**config.mk**
```make
export PLATFORM = sky130hd
export DESIGN_NAME = bitmap_glyph_pixel_generator_top
export DESIGN_NICKNAME = d
export VERILOG_FILES = /design/src/rtl/bgpg_pkg.sv /design/src/rtl/bitmap_glyph_pixel_generator_top.sv
export SDC_FILE = /design/constraint.sdc
export NUM_CORES = 1
export LEC_CHECK = 0
export ABC_AREA = 1
export BUFFER_PORTS_ARGS = -buffer_cell sky130_fd_sc_hd__buf_2
export CORE_MARGIN = 1.5
export CORE_UTILIZATION = 57
export DETAILED_ROUTE_END_ITERATION = 16
export HOLD_SLACK_MARGIN = 0.15
export PLACE_DENSITY = 0.81
export SYNTH_ARGS = -nofsm -noshare
export SYNTH_HDL_FRONTEND = slang
export SYNTH_SLANG_ARGS = --single-unit
```
**constraint.sdc**
```tcl
create_clock -name i_clk -period 6.8 [get_ports i_clk]
set_input_delay 1.36 -clock i_clk [delete_from_list [all_inputs] [get_ports i_clk]]
set_output_delay 1.36 -clock i_clk [all_outputs]
set_load 0.05 [all_outputs]
```
**src/rtl/bgpg_pkg.sv**
```systemverilog
// Package for the bitmap glyph pixel generator: glyph ROM, register map,
// saturation limit and shared types. No dependencies.
`timescale 1ns / 1ps
`default_nettype none

package bgpg_pkg;

    localparam int unsigned   GLYPH_ROWS = 5;
    localparam int unsigned   GLYPH_COLS = 5;
    localparam int unsigned   GLYPH_BITS = GLYPH_ROWS * GLYPH_COLS;
    localparam logic [11:0]   WIDTH_MAX  = 12'hFFF;
    localparam logic [7:0]    CODE_DEGREE = 8'hB0;

    // register map, index = paddr[3:2]
    localparam logic [1:0] REG_ORIGIN_X     = 2'd0;
    localparam logic [1:0] REG_ORIGIN_Y     = 2'd1;
    localparam logic [1:0] REG_DRAW_COLOR   = 2'd2;
    localparam logic [1:0] REG_MEASURE_ONLY = 2'd3;

    // rows top first, row 0 in the top bits; each row left-aligned in 5 bits
    typedef struct packed {
        logic                  valid;
        logic [2:0]            w;
        logic [GLYPH_BITS-1:0] bits;
    } t_glyph;

    function automatic logic [4:0] align_row(input logic [4:0] r, input logic [2:0] w);
        logic [2:0] pad;
        pad = 3'd5 - w;
        return r << pad;
    endfunction

    function automatic t_glyph mk_glyph(input logic [2:0] w,
                                        input logic [4:0] r0, input logic [4:0] r1,
                                        input logic [4:0] r2, input logic [4:0] r3,
                                        input logic [4:0] r4);
        t_glyph g;
        g.valid = 1'b1;
        g.w     = w;
        g.bits  = {align_row(r0, w), align_row(r1, w), align_row(r2, w),
                   align_row(r3, w), align_row(r4, w)};
        return g;
    endfunction

    function automatic t_glyph glyph_rom(input logic [7:0] c);
        t_glyph g;
        g = '0;
        case (c) inside
            8'h30:              g = mk_glyph(3'd3, 5'd7, 5'd5, 5'd5, 5'd5, 5'd7);
            8'h31:              g = mk_glyph(3'd3, 5'd2, 5'd6, 5'd2, 5'd2, 5'd7);
            8'h32:              g = mk_glyph(3'd3, 5'd7, 5'd1, 5'd7, 5'd4, 5'd7);
            8'h33:              g = mk_glyph(3'd3, 5'd7, 5'd1, 5'd7, 5'd1, 5'd7);
            8'h34:              g = mk_glyph(3'd3, 5'd5, 5'd5, 5'd7, 5'd1, 5'd1);
            8'h35:              g = mk_glyph(3'd3, 5'd7, 5'd4, 5'd7, 5'd1, 5'd7);
            8'h36:              g = mk_glyph(3'd3, 5'd7, 5'd4, 5'd7, 5'd5, 5'd7);
            8'h37:              g = mk_glyph(3'd3, 5'd7, 5'd1, 5'd1, 5'd1, 5'd1);
            8'h38:              g = mk_glyph(3'd3, 5'd7, 5'd5, 5'd7, 5'd5, 5'd7);
            8'h39:              g = mk_glyph(3'd3, 5'd7, 5'd5, 5'd7, 5'd1, 5'd7);
            8'h3A:              g = mk_glyph(3'd1, 5'd0, 5'd1, 5'd0, 5'd1, 5'd0);
            8'h20:              g = mk_glyph(3'd2, 5'd0, 5'd0, 5'd0, 5'd0, 5'd0);
            8'h2D:              g = mk_glyph(3'd3, 5'd0, 5'd0, 5'd7, 5'd0, 5'd0);
            8'h2E:              g = mk_glyph(3'd1, 5'd0, 5'd0, 5'd0, 5'd0, 5'd1);
            CODE_DEGREE, 8'h2A: g = mk_glyph(3'd3, 5'd2, 5'd5, 5'd2, 5'd0, 5'd0);
            8'h55, 8'h75:       g = mk_glyph(3'd3, 5'd5, 5'd5, 5'd5, 5'd5, 5'd7);
            8'h56, 8'h76:       g = mk_glyph(3'd3, 5'd5, 5'd5, 5'd5, 5'd2, 5'd2);
            8'h46, 8'h66:       g = mk_glyph(3'd3, 5'd7, 5'd4, 5'd6, 5'd4, 5'd4);
            8'h41, 8'h61:       g = mk_glyph(3'd3, 5'd7, 5'd5, 5'd7, 5'd5, 5'd5);
            8'h50, 8'h70:       g = mk_glyph(3'd3, 5'd7, 5'd5, 5'd7, 5'd4, 5'd4);
            8'h4D, 8'h6D:       g = mk_glyph(3'd5, 5'h11, 5'h1B, 5'h15, 5'h11, 5'h11);
            default:            g = '0;
        endcase
        return g;
    endfunction

    // 12-bit add that clamps at the width limit
    function automatic logic [11:0] sat_add(input logic [11:0] a, input logic [2:0] b);
        logic [12:0] s;
        s = {1'b0, a} + {10'd0, b};
        return s[12] ? WIDTH_MAX : s[11:0];
    endfunction

endpackage

`default_nettype wire

```
**src/rtl/bitmap_glyph_pixel_generator_top.sv**
```systemverilog
// Bitmap glyph pixel generator, top level: config registers, glyph scanner
// and output register. Depends on bgpg_pkg.
`timescale 1ns / 1ps
`default_nettype none

// Channel   | Dir | Handshake             | Payload
// ----------+-----+-----------------------+------------------------------------------
// s (char)  | in  | i_s_tvalid/o_s_tready | tdata: char_code; tuser: start_of_string
// m (pixel) | out | o_m_tvalid/i_m_tready | tdata: x,y,color,width; tuser: is_pixel;
//           |     |                       | tlast: end of character
// apb       | in  | psel/penable/pready   | 4 registers at byte offsets 0,4,8,12
//
// A supported glyph of width w goes through lookup, prep, a scan of all 5*w
// cells and a status request, one bit of the glyph shift register per cycle
// while the output is not stalled. Measure-only characters skip the scan and
// unsupported ones skip prep and scan. Reset (synchronous, active low) clears
// the running width, sets the first-glyph flag and restores register defaults.
// A stalled output holds the scanner in place; one new character is taken
// whenever the scanner is idle, even while the last status request waits.
module bitmap_glyph_pixel_generator_top (
    input  wire logic        i_clk,
    input  wire logic        i_rst_n,
    // character stream
    input  wire logic        i_s_tvalid,
    output      logic        o_s_tready,
    input  wire logic [7:0]  i_s_tdata,   // [7:0] char_code
    input  wire logic        i_s_tuser,   // [0] start_of_string
    // pixel stream
    output      logic        o_m_tvalid,
    input  wire logic        i_m_tready,
    output      logic [63:0] o_m_tdata,   // [13:0] pixel_x, [26:14] pixel_y,
                                          // [50:27] pixel_color, [62:51] width_so_far
    output      logic        o_m_tuser,   // [0] is_pixel
    output      logic        o_m_tlast,   // end of character
    // configuration
    input  wire logic        psel,
    input  wire logic        penable,
    input  wire logic        pwrite,
    input  wire logic [3:0]  paddr,
    input  wire logic [31:0] pwdata,
    output      logic [31:0] prdata,
    output      logic        pready
);

    typedef enum logic [4:0] {
        S_IDLE   = 5'b00001,
        S_LOOKUP = 5'b00010,
        S_PREP   = 5'b00100,
        S_SCAN   = 5'b01000,
        S_STATUS = 5'b10000
    } t_state;

    // ---------------- configuration registers ----------------
    logic [11:0] r_origin_x, r_origin_y;
    logic [23:0] r_draw_color;
    logic        r_measure_only;
    logic        cfg_wr;

    assign pready = 1'b1;
    assign cfg_wr = psel && penable && pwrite;

    always_ff @(posedge i_clk) begin
        if (!i_rst_n) begin
            r_origin_x     <= '0;
            r_origin_y     <= '0;
            r_draw_color   <= 24'hFFFFFF;
            r_measure_only <= 1'b0;
        end else if (cfg_wr) begin
            case (paddr[3:2])
                bgpg_pkg::REG_ORIGIN_X:     r_origin_x     <= pwdata[11:0];
                bgpg_pkg::REG_ORIGIN_Y:     r_origin_y     <= pwdata[11:0];
                bgpg_pkg::REG_DRAW_COLOR:   r_draw_color   <= pwdata[23:0];
                bgpg_pkg::REG_MEASURE_ONLY: r_measure_only <= pwdata[0];
                default: ;
            endcase
        end
    end

    always_comb begin
        case (paddr[3:2])
            bgpg_pkg::REG_ORIGIN_X:     prdata = {20'd0, r_origin_x};
            bgpg_pkg::REG_ORIGIN_Y:     prdata = {20'd0, r_origin_y};
            bgpg_pkg::REG_DRAW_COLOR:   prdata = {8'd0, r_draw_color};
            bgpg_pkg::REG_MEASURE_ONLY: prdata = {31'd0, r_measure_only};
            default:                    prdata = '0;
        endcase
    end

    // ---------------- scanner ----------------
    t_state           r_state, n_state;
    logic [7:0]       r_char;
    logic             r_sos;
    bgpg_pkg::t_glyph r_glyph;
    logic [11:0]      r_cursor, n_cursor;
    logic             r_first, n_first;
    logic [11:0]      r_start;
    logic [24:0]      r_shift;     // glyph cells, next cell in the top bit
    logic [4:0]       r_cnt;       // cells left to scan
    logic [2:0]       r_col;
    logic [13:0]      r_base_x;    // x of column 0 of this glyph
    logic [13:0]      r_px;
    logic [12:0]      r_py;

    // output register
    logic        r_ovalid;
    logic [63:0] r_odata;
    logic        r_ouser, r_olast;
    logic        out_free;

    bgpg_pkg::t_glyph lk_glyph;
    logic [11:0]      cur_eff;
    logic             first_eff;
    logic             row_end;
    logic [2:0]       row_skip;

    assign out_free  = !r_ovalid || i_m_tready;
    assign o_s_tready = (r_state == S_IDLE);

    assign lk_glyph  = bgpg_pkg::glyph_rom(r_char);
    assign cur_eff   = r_sos ? 12'd0 : r_cursor;
    assign first_eff = r_sos || r_first;
    assign row_end   = (r_col == r_glyph.w - 3'd1);
    // skip the row's left-alignment padding at the end of a row
    assign row_skip  = 3'd6 - r_glyph.w;

    always_comb begin
        n_state  = r_state;
        n_cursor = r_cursor;
        n_first  = r_first;
        case (r_state)
            S_IDLE: begin
                if (i_s_tvalid) begin
                    n_state = S_LOOKUP;
                end
            end
            S_LOOKUP: begin
                // apply start-of-string even for an unsupported code
                n_cursor = cur_eff;
                n_first  = first_eff;
                n_state  = lk_glyph.valid ? S_PREP : S_STATUS;
            end
            S_PREP: begin
                n_cursor = bgpg_pkg::sat_add(r_start, r_glyph.w);
                n_first  = 1'b0;
                n_state  = r_measure_only ? S_STATUS : S_SCAN;
            end
            S_SCAN: begin
                if (out_free && r_cnt == 5'd1) begin
                    n_state = S_STATUS;
                end
            end
            S_STATUS: begin
                if (out_free) begin
                    n_state = S_IDLE;
                end
            end
            default: n_state = S_IDLE;
        endcase
    end

    always_ff @(posedge i_clk) begin
        if (!i_rst_n) begin
            r_state  <= S_IDLE;
            r_cursor <= '0;
            r_first  <= 1'b1;
        end else begin
            r_state  <= n_state;
            r_cursor <= n_cursor;
            r_first  <= n_first;
        end
    end

    // datapath, no reset
    always_ff @(posedge i_clk) begin
        case (r_state)
            S_IDLE: begin
                if (i_s_tvalid) begin
                    r_char <= i_s_tdata;
                    r_sos  <= i_s_tuser;
                end
            end
            S_LOOKUP: begin
                r_glyph <= lk_glyph;
                r_start <= first_eff ? cur_eff : bgpg_pkg::sat_add(cur_eff, 3'd1);
            end
            S_PREP: begin
                r_shift  <= r_glyph.bits;
                r_cnt    <= {2'b00, r_glyph.w} + {r_glyph.w, 2'b00};
                r_col    <= '0;
                r_base_x <= {{2{r_origin_x[11]}}, r_origin_x} + {2'b00, r_start};
                r_px     <= {{2{r_origin_x[11]}}, r_origin_x} + {2'b00, r_start};
                r_py     <= {r_origin_y[11], r_origin_y};
            end
            S_SCAN: begin
                // advance one cell per cycle while the output can take it
                if (out_free) begin
                    r_cnt <= r_cnt - 5'd1;
                    if (row_end) begin
                        r_shift <= r_shift << row_skip;
                        r_col   <= '0;
                        r_px    <= r_base_x;
                        r_py    <= r_py + 13'd1;
                    end else begin
                        r_shift <= r_shift << 1;
                        r_col   <= r_col + 3'd1;
                        r_px    <= r_px + 14'd1;
                    end
                end
            end
            default: ;
        endcase
    end

    // output register: load a pixel request for a lit cell, then the status request
    always_ff @(posedge i_clk) begin
        if (!i_rst_n) begin
            r_ovalid <= 1'b0;
        end else if (r_state == S_SCAN && out_free && r_shift[24]) begin
            r_ovalid <= 1'b1;
        end else if (r_state == S_STATUS && out_free) begin
            r_ovalid <= 1'b1;
        end else if (i_m_tready) begin
            r_ovalid <= 1'b0;
        end
    end

    always_ff @(posedge i_clk) begin
        if (r_state == S_SCAN && out_free && r_shift[24]) begin
            r_odata <= {1'b0, r_cursor, r_draw_color, r_py, r_px};
            r_ouser <= 1'b1;
            r_olast <= 1'b0;
        end else if (r_state == S_STATUS && out_free) begin
            r_odata <= {1'b0, r_cursor, 51'd0};
            r_ouser <= 1'b0;
            r_olast <= 1'b1;
        end
    end

    assign o_m_tvalid = r_ovalid;
    assign o_m_tdata  = r_odata;
    assign o_m_tuser  = r_ouser;
    assign o_m_tlast  = r_olast;

`ifndef SYNTHESIS
    // status request and pixel request are mutually exclusive kinds
    a_last_kind: assert property (@(posedge i_clk) disable iff (!i_rst_n)
        o_m_tvalid |-> (o_m_tlast == !o_m_tuser))
        else $error("tlast does not match request kind");

    // status request carries only the width
    a_status_zero: assert property (@(posedge i_clk) disable iff (!i_rst_n)
        (o_m_tvalid && o_m_tlast) |-> (o_m_tdata[50:0] == 51'd0))
        else $error("status request has nonzero pixel fields");

    // scanner never runs with an empty cell count
    a_scan_cnt: assert property (@(posedge i_clk) disable iff (!i_rst_n)
        (r_state == S_SCAN) |-> (r_cnt != 5'd0))
        else $error("scan with no cells left");

    // a prepared glyph always leaves the first-glyph flag clear
    a_first_clr: assert property (@(posedge i_clk) disable iff (!i_rst_n)
        (r_state == S_PREP) |=> !r_first)
        else $error("first-glyph flag not cleared");
`endif

endmodule

`default_nettype wire
```
==> metrics <==
status=completed; crit path cell chain=buf_2 -> inv_1 -> nor2_1 -> nand2_1 -> o211ai_1 -> buf_2; critical path capture point type=output pin; n_diodes=0; Total Power=3.43 mW; register area share after synthesis=0.526; Post-synth EDFFs=176; Syn Area/Cell=8.69 µm²; Residual DRC=0; Initial Utilization=0.582; initial antenna violation count=0; worst IR drop on VDD=0.201 mV; CP dominant cell by count=buf_2; Worst Hold Path Cells=2; Data arrival, critical path=2.81 ns; fin crit period=4.17 ns; maximum root-to-sink buffer count=3; GRT Util Overall=0.255; total wire length=30,000 µm; WL per Instance=16.0 µm; final core occ=0.660; GRT overflow=0; Max-Cap Viols=0; min-delay src=o_m_tuser$_SDFFE_PP1P_; HPWL after detailed placement=21,000 µm; CTS H-tree lvls=1; drt via density=5.56; site row count=54; maximum fanout along the worst path=13; startpoint types=input pin; post-route non-filler standard cell count=1,870; Die ar.=23,200 µm²; Placed Cells=1,822; number of CTS-inserted buffers=26; pwr/cell area=238 nW/µm²; Top FF cell, synth=edfxtp_1; global-route wire length before repair=49,000 µm; worst r2r path cells=11; Final Skew=0.0104 ns; fin crit share=0.613; final RePlAce weighted congestion=0.929; hold_buf cts=0; kind of critical path=in -> out; Worst path top cell family by delay=simple AND/OR/NAND/NOR gates; CP max-delay cell=nor2_1; fillers=1,785; #FFs+latches synth=246; Worst-path clk slew=0.06 ns; clock root buffer=clkbuf_16; Yosys cell types=57; FF-to-FF End=r_py[2]$_DFFE_PP_; Chip Height=152 µm; HP Class=reg -> reg; I/O pin cnt=153; Syn-to-layout area delta=13.3%; chip width=152 µm; Setup Viol. Count Final=0; reg2reg setup slack=2.99 ns; Sink Count=246; IO Port Bufs=132; hold slack=0.451 ns; leakage=6.34 nW; WHS Endpoint=o_m_tuser$_SDFFE_PP1P_; WP buf/inv=3; post-CTS resize count=0; largest net degree at the start of global routing=66; RR Startpoint=r_glyph[25]$_SDFFCE_PP1P_; relative slew slack=0.239; CTS tree=yes; nets=1,651; Slew @ Worst Pin=1.14 ns; Hold Fails Final Rpt=0; fraction of layout cells with a size suffix above 1=0.143; Post-Syn Area=12,700 µm²; initial DRC count=934; Sum Neg Setup Slack=0 ns; clock latency on the worst-skew pair=0.53 ns; drt pass-1 iters=5; core box area=21,800 µm²; vias=10,400; CP Data Required Time=5.44 ns; number of post-CTS setup repair buffers=0; Max stage delay on crit path=0.68 ns; Slew Viols, Final=0; Post-DRT Antenna Nets=0; Yosys warnings=0; Fmax=240 MHz; Cells after Synth=1,463; ys async rst share=0; vias in the first global route=9,649; RSZ-0062 raised after global routing=false
==> where the power goes <==
part           switching [mW]  internal [mW]  total, mW
Clock                   0.587          0.934       1.52
Combinational           0.192         0.0726      0.265
Sequential             0.0206           1.62       1.65
==> kinds of logic after synthesis <==
kind of cell	share of synthesized area
simple gates	0.223
compound gates	0.115
flops	0.526
buf+inv	0.0766
xor+xnor	0.0268
fa+ha+maj	0.0297
other cells	0.000591
mux	0.00167
==> worst max-delay path by stage <==
stage	start	end	slack [ns]	depth (start not counted)
floorplan	i_m_tready	r_shift[23]$_DFFE_PP_	1.49	4
global placement	paddr[2]	prdata[5]	2.67	6
detailed placement	i_m_tready	o_m_tvalid$_SDFFE_PN0P_	2.65	8
CTS	paddr[3]	prdata[11]	2.63	5
global route	paddr[2]	prdata[5]	2.46	6
finish	paddr[2]	prdata[5]	2.63	6
==> stage by stage <==
stage	instance area, µm²	setup slack, ns
after global placement	13500	2.67
after detailed placement	13500	2.65
after CTS	14400	2.63
after global routing	14400	2.46
after floorplan	12700	1.49
final	14400	2.63
==> Yosys cell counts (all sizes together) (3+ instances only) <==
library cell  count  area, µm²
a22oi             4       30.0
clkbuf           31        118
a21oi            39        199
inv             164        618
and2              3       18.8
dfxtp            70       1400
nor2            209        830
nor3             19        116
xor2             24        210
xnor2            14        130
buf              37        238
nand2           322       1240
nand4            20        140
or2               8       50.1
nor4              4       40.0
o22ai             6       37.5
edfxtp          176       5290
ha               27        338
nand3            76        385
o31ai             3       22.5
o211ai           48        360
o21ai           127        639
a31oi             7       43.8
o221ai            6       52.6
==> placed cells by master (no fill, tap or decap), drive strengths merged, types with 2 or more instances in the layout <==
cell type / instances
buf: 139
a22oi: 4
a21oi: 39
xnor2: 14
nand2: 322
o22ai: 6
nor4: 4
xor2: 24
a21o: 2
nor3: 19
edfxtp: 176
conb: 10
o31ai: 3
dfxtp: 70
fa: 2
and2: 3
o2111ai: 2
nor2: 209
ha: 27
bufinv: 4
or2: 8
clkinv: 10
clkbuf: 33
a31oi: 7
inv: 165
o221ai: 6
o211ai: 48
nand4: 20
nor3b: 2
o21bai: 2
nand3: 76
o21ai: 127
==> area by class of cell <==
type / count / area [µm²] / area share
Clock inverter: 15 / 190 / 0.0132
Multi-Input combinational cell: 993 / 5100 / 0.354
Inverter: 164 / 618 / 0.0429
Tap cell: 280 / 350 / 0.0243
Sequential cell: 246 / 6690 / 0.464
Timing Repair Buffer: 139 / 713 / 0.0495
Clock buffer: 33 / 749 / 0.0520
==> routing by layer <==
layer,GRT usage,part of all wire,routed length [µm]
met5,0,0,0
met4,0.0490,0.013,377
met3,0.0350,0.079,2360
met2,0.412,0.46,13900
met1,0.371,0.45,13400
==> tightest hold or removal path: stages, from the launching register on <==
cell     delay (ns)
dfxtp_1        0.31
nand2_1        0.06
nand2_1        0.04
==> registers in the layout, summed over array words and instances, names as in the netlist <==
| register | cells |
|---|---|
| r_col | 3 |
| o_m_tdata | 63 |
| r_first | 1 |
| r_cursor | 12 |
| o_m_tlast | 1 |
| r_char | 8 |
| r_origin_y | 12 |
| r_measure_only | 1 |
| r_cnt | 5 |
| r_sos | 1 |
| r_px | 14 |
| r_state | 5 |
| o_m_tvalid | 1 |
| r_glyph | 18 |
| r_py | 13 |
| r_draw_color | 24 |
| r_shift | 25 |
| o_m_tuser | 1 |
| r_base_x | 14 |
| r_start | 12 |
| r_origin_x | 12 |
Power figures use the tool's default switching activity.
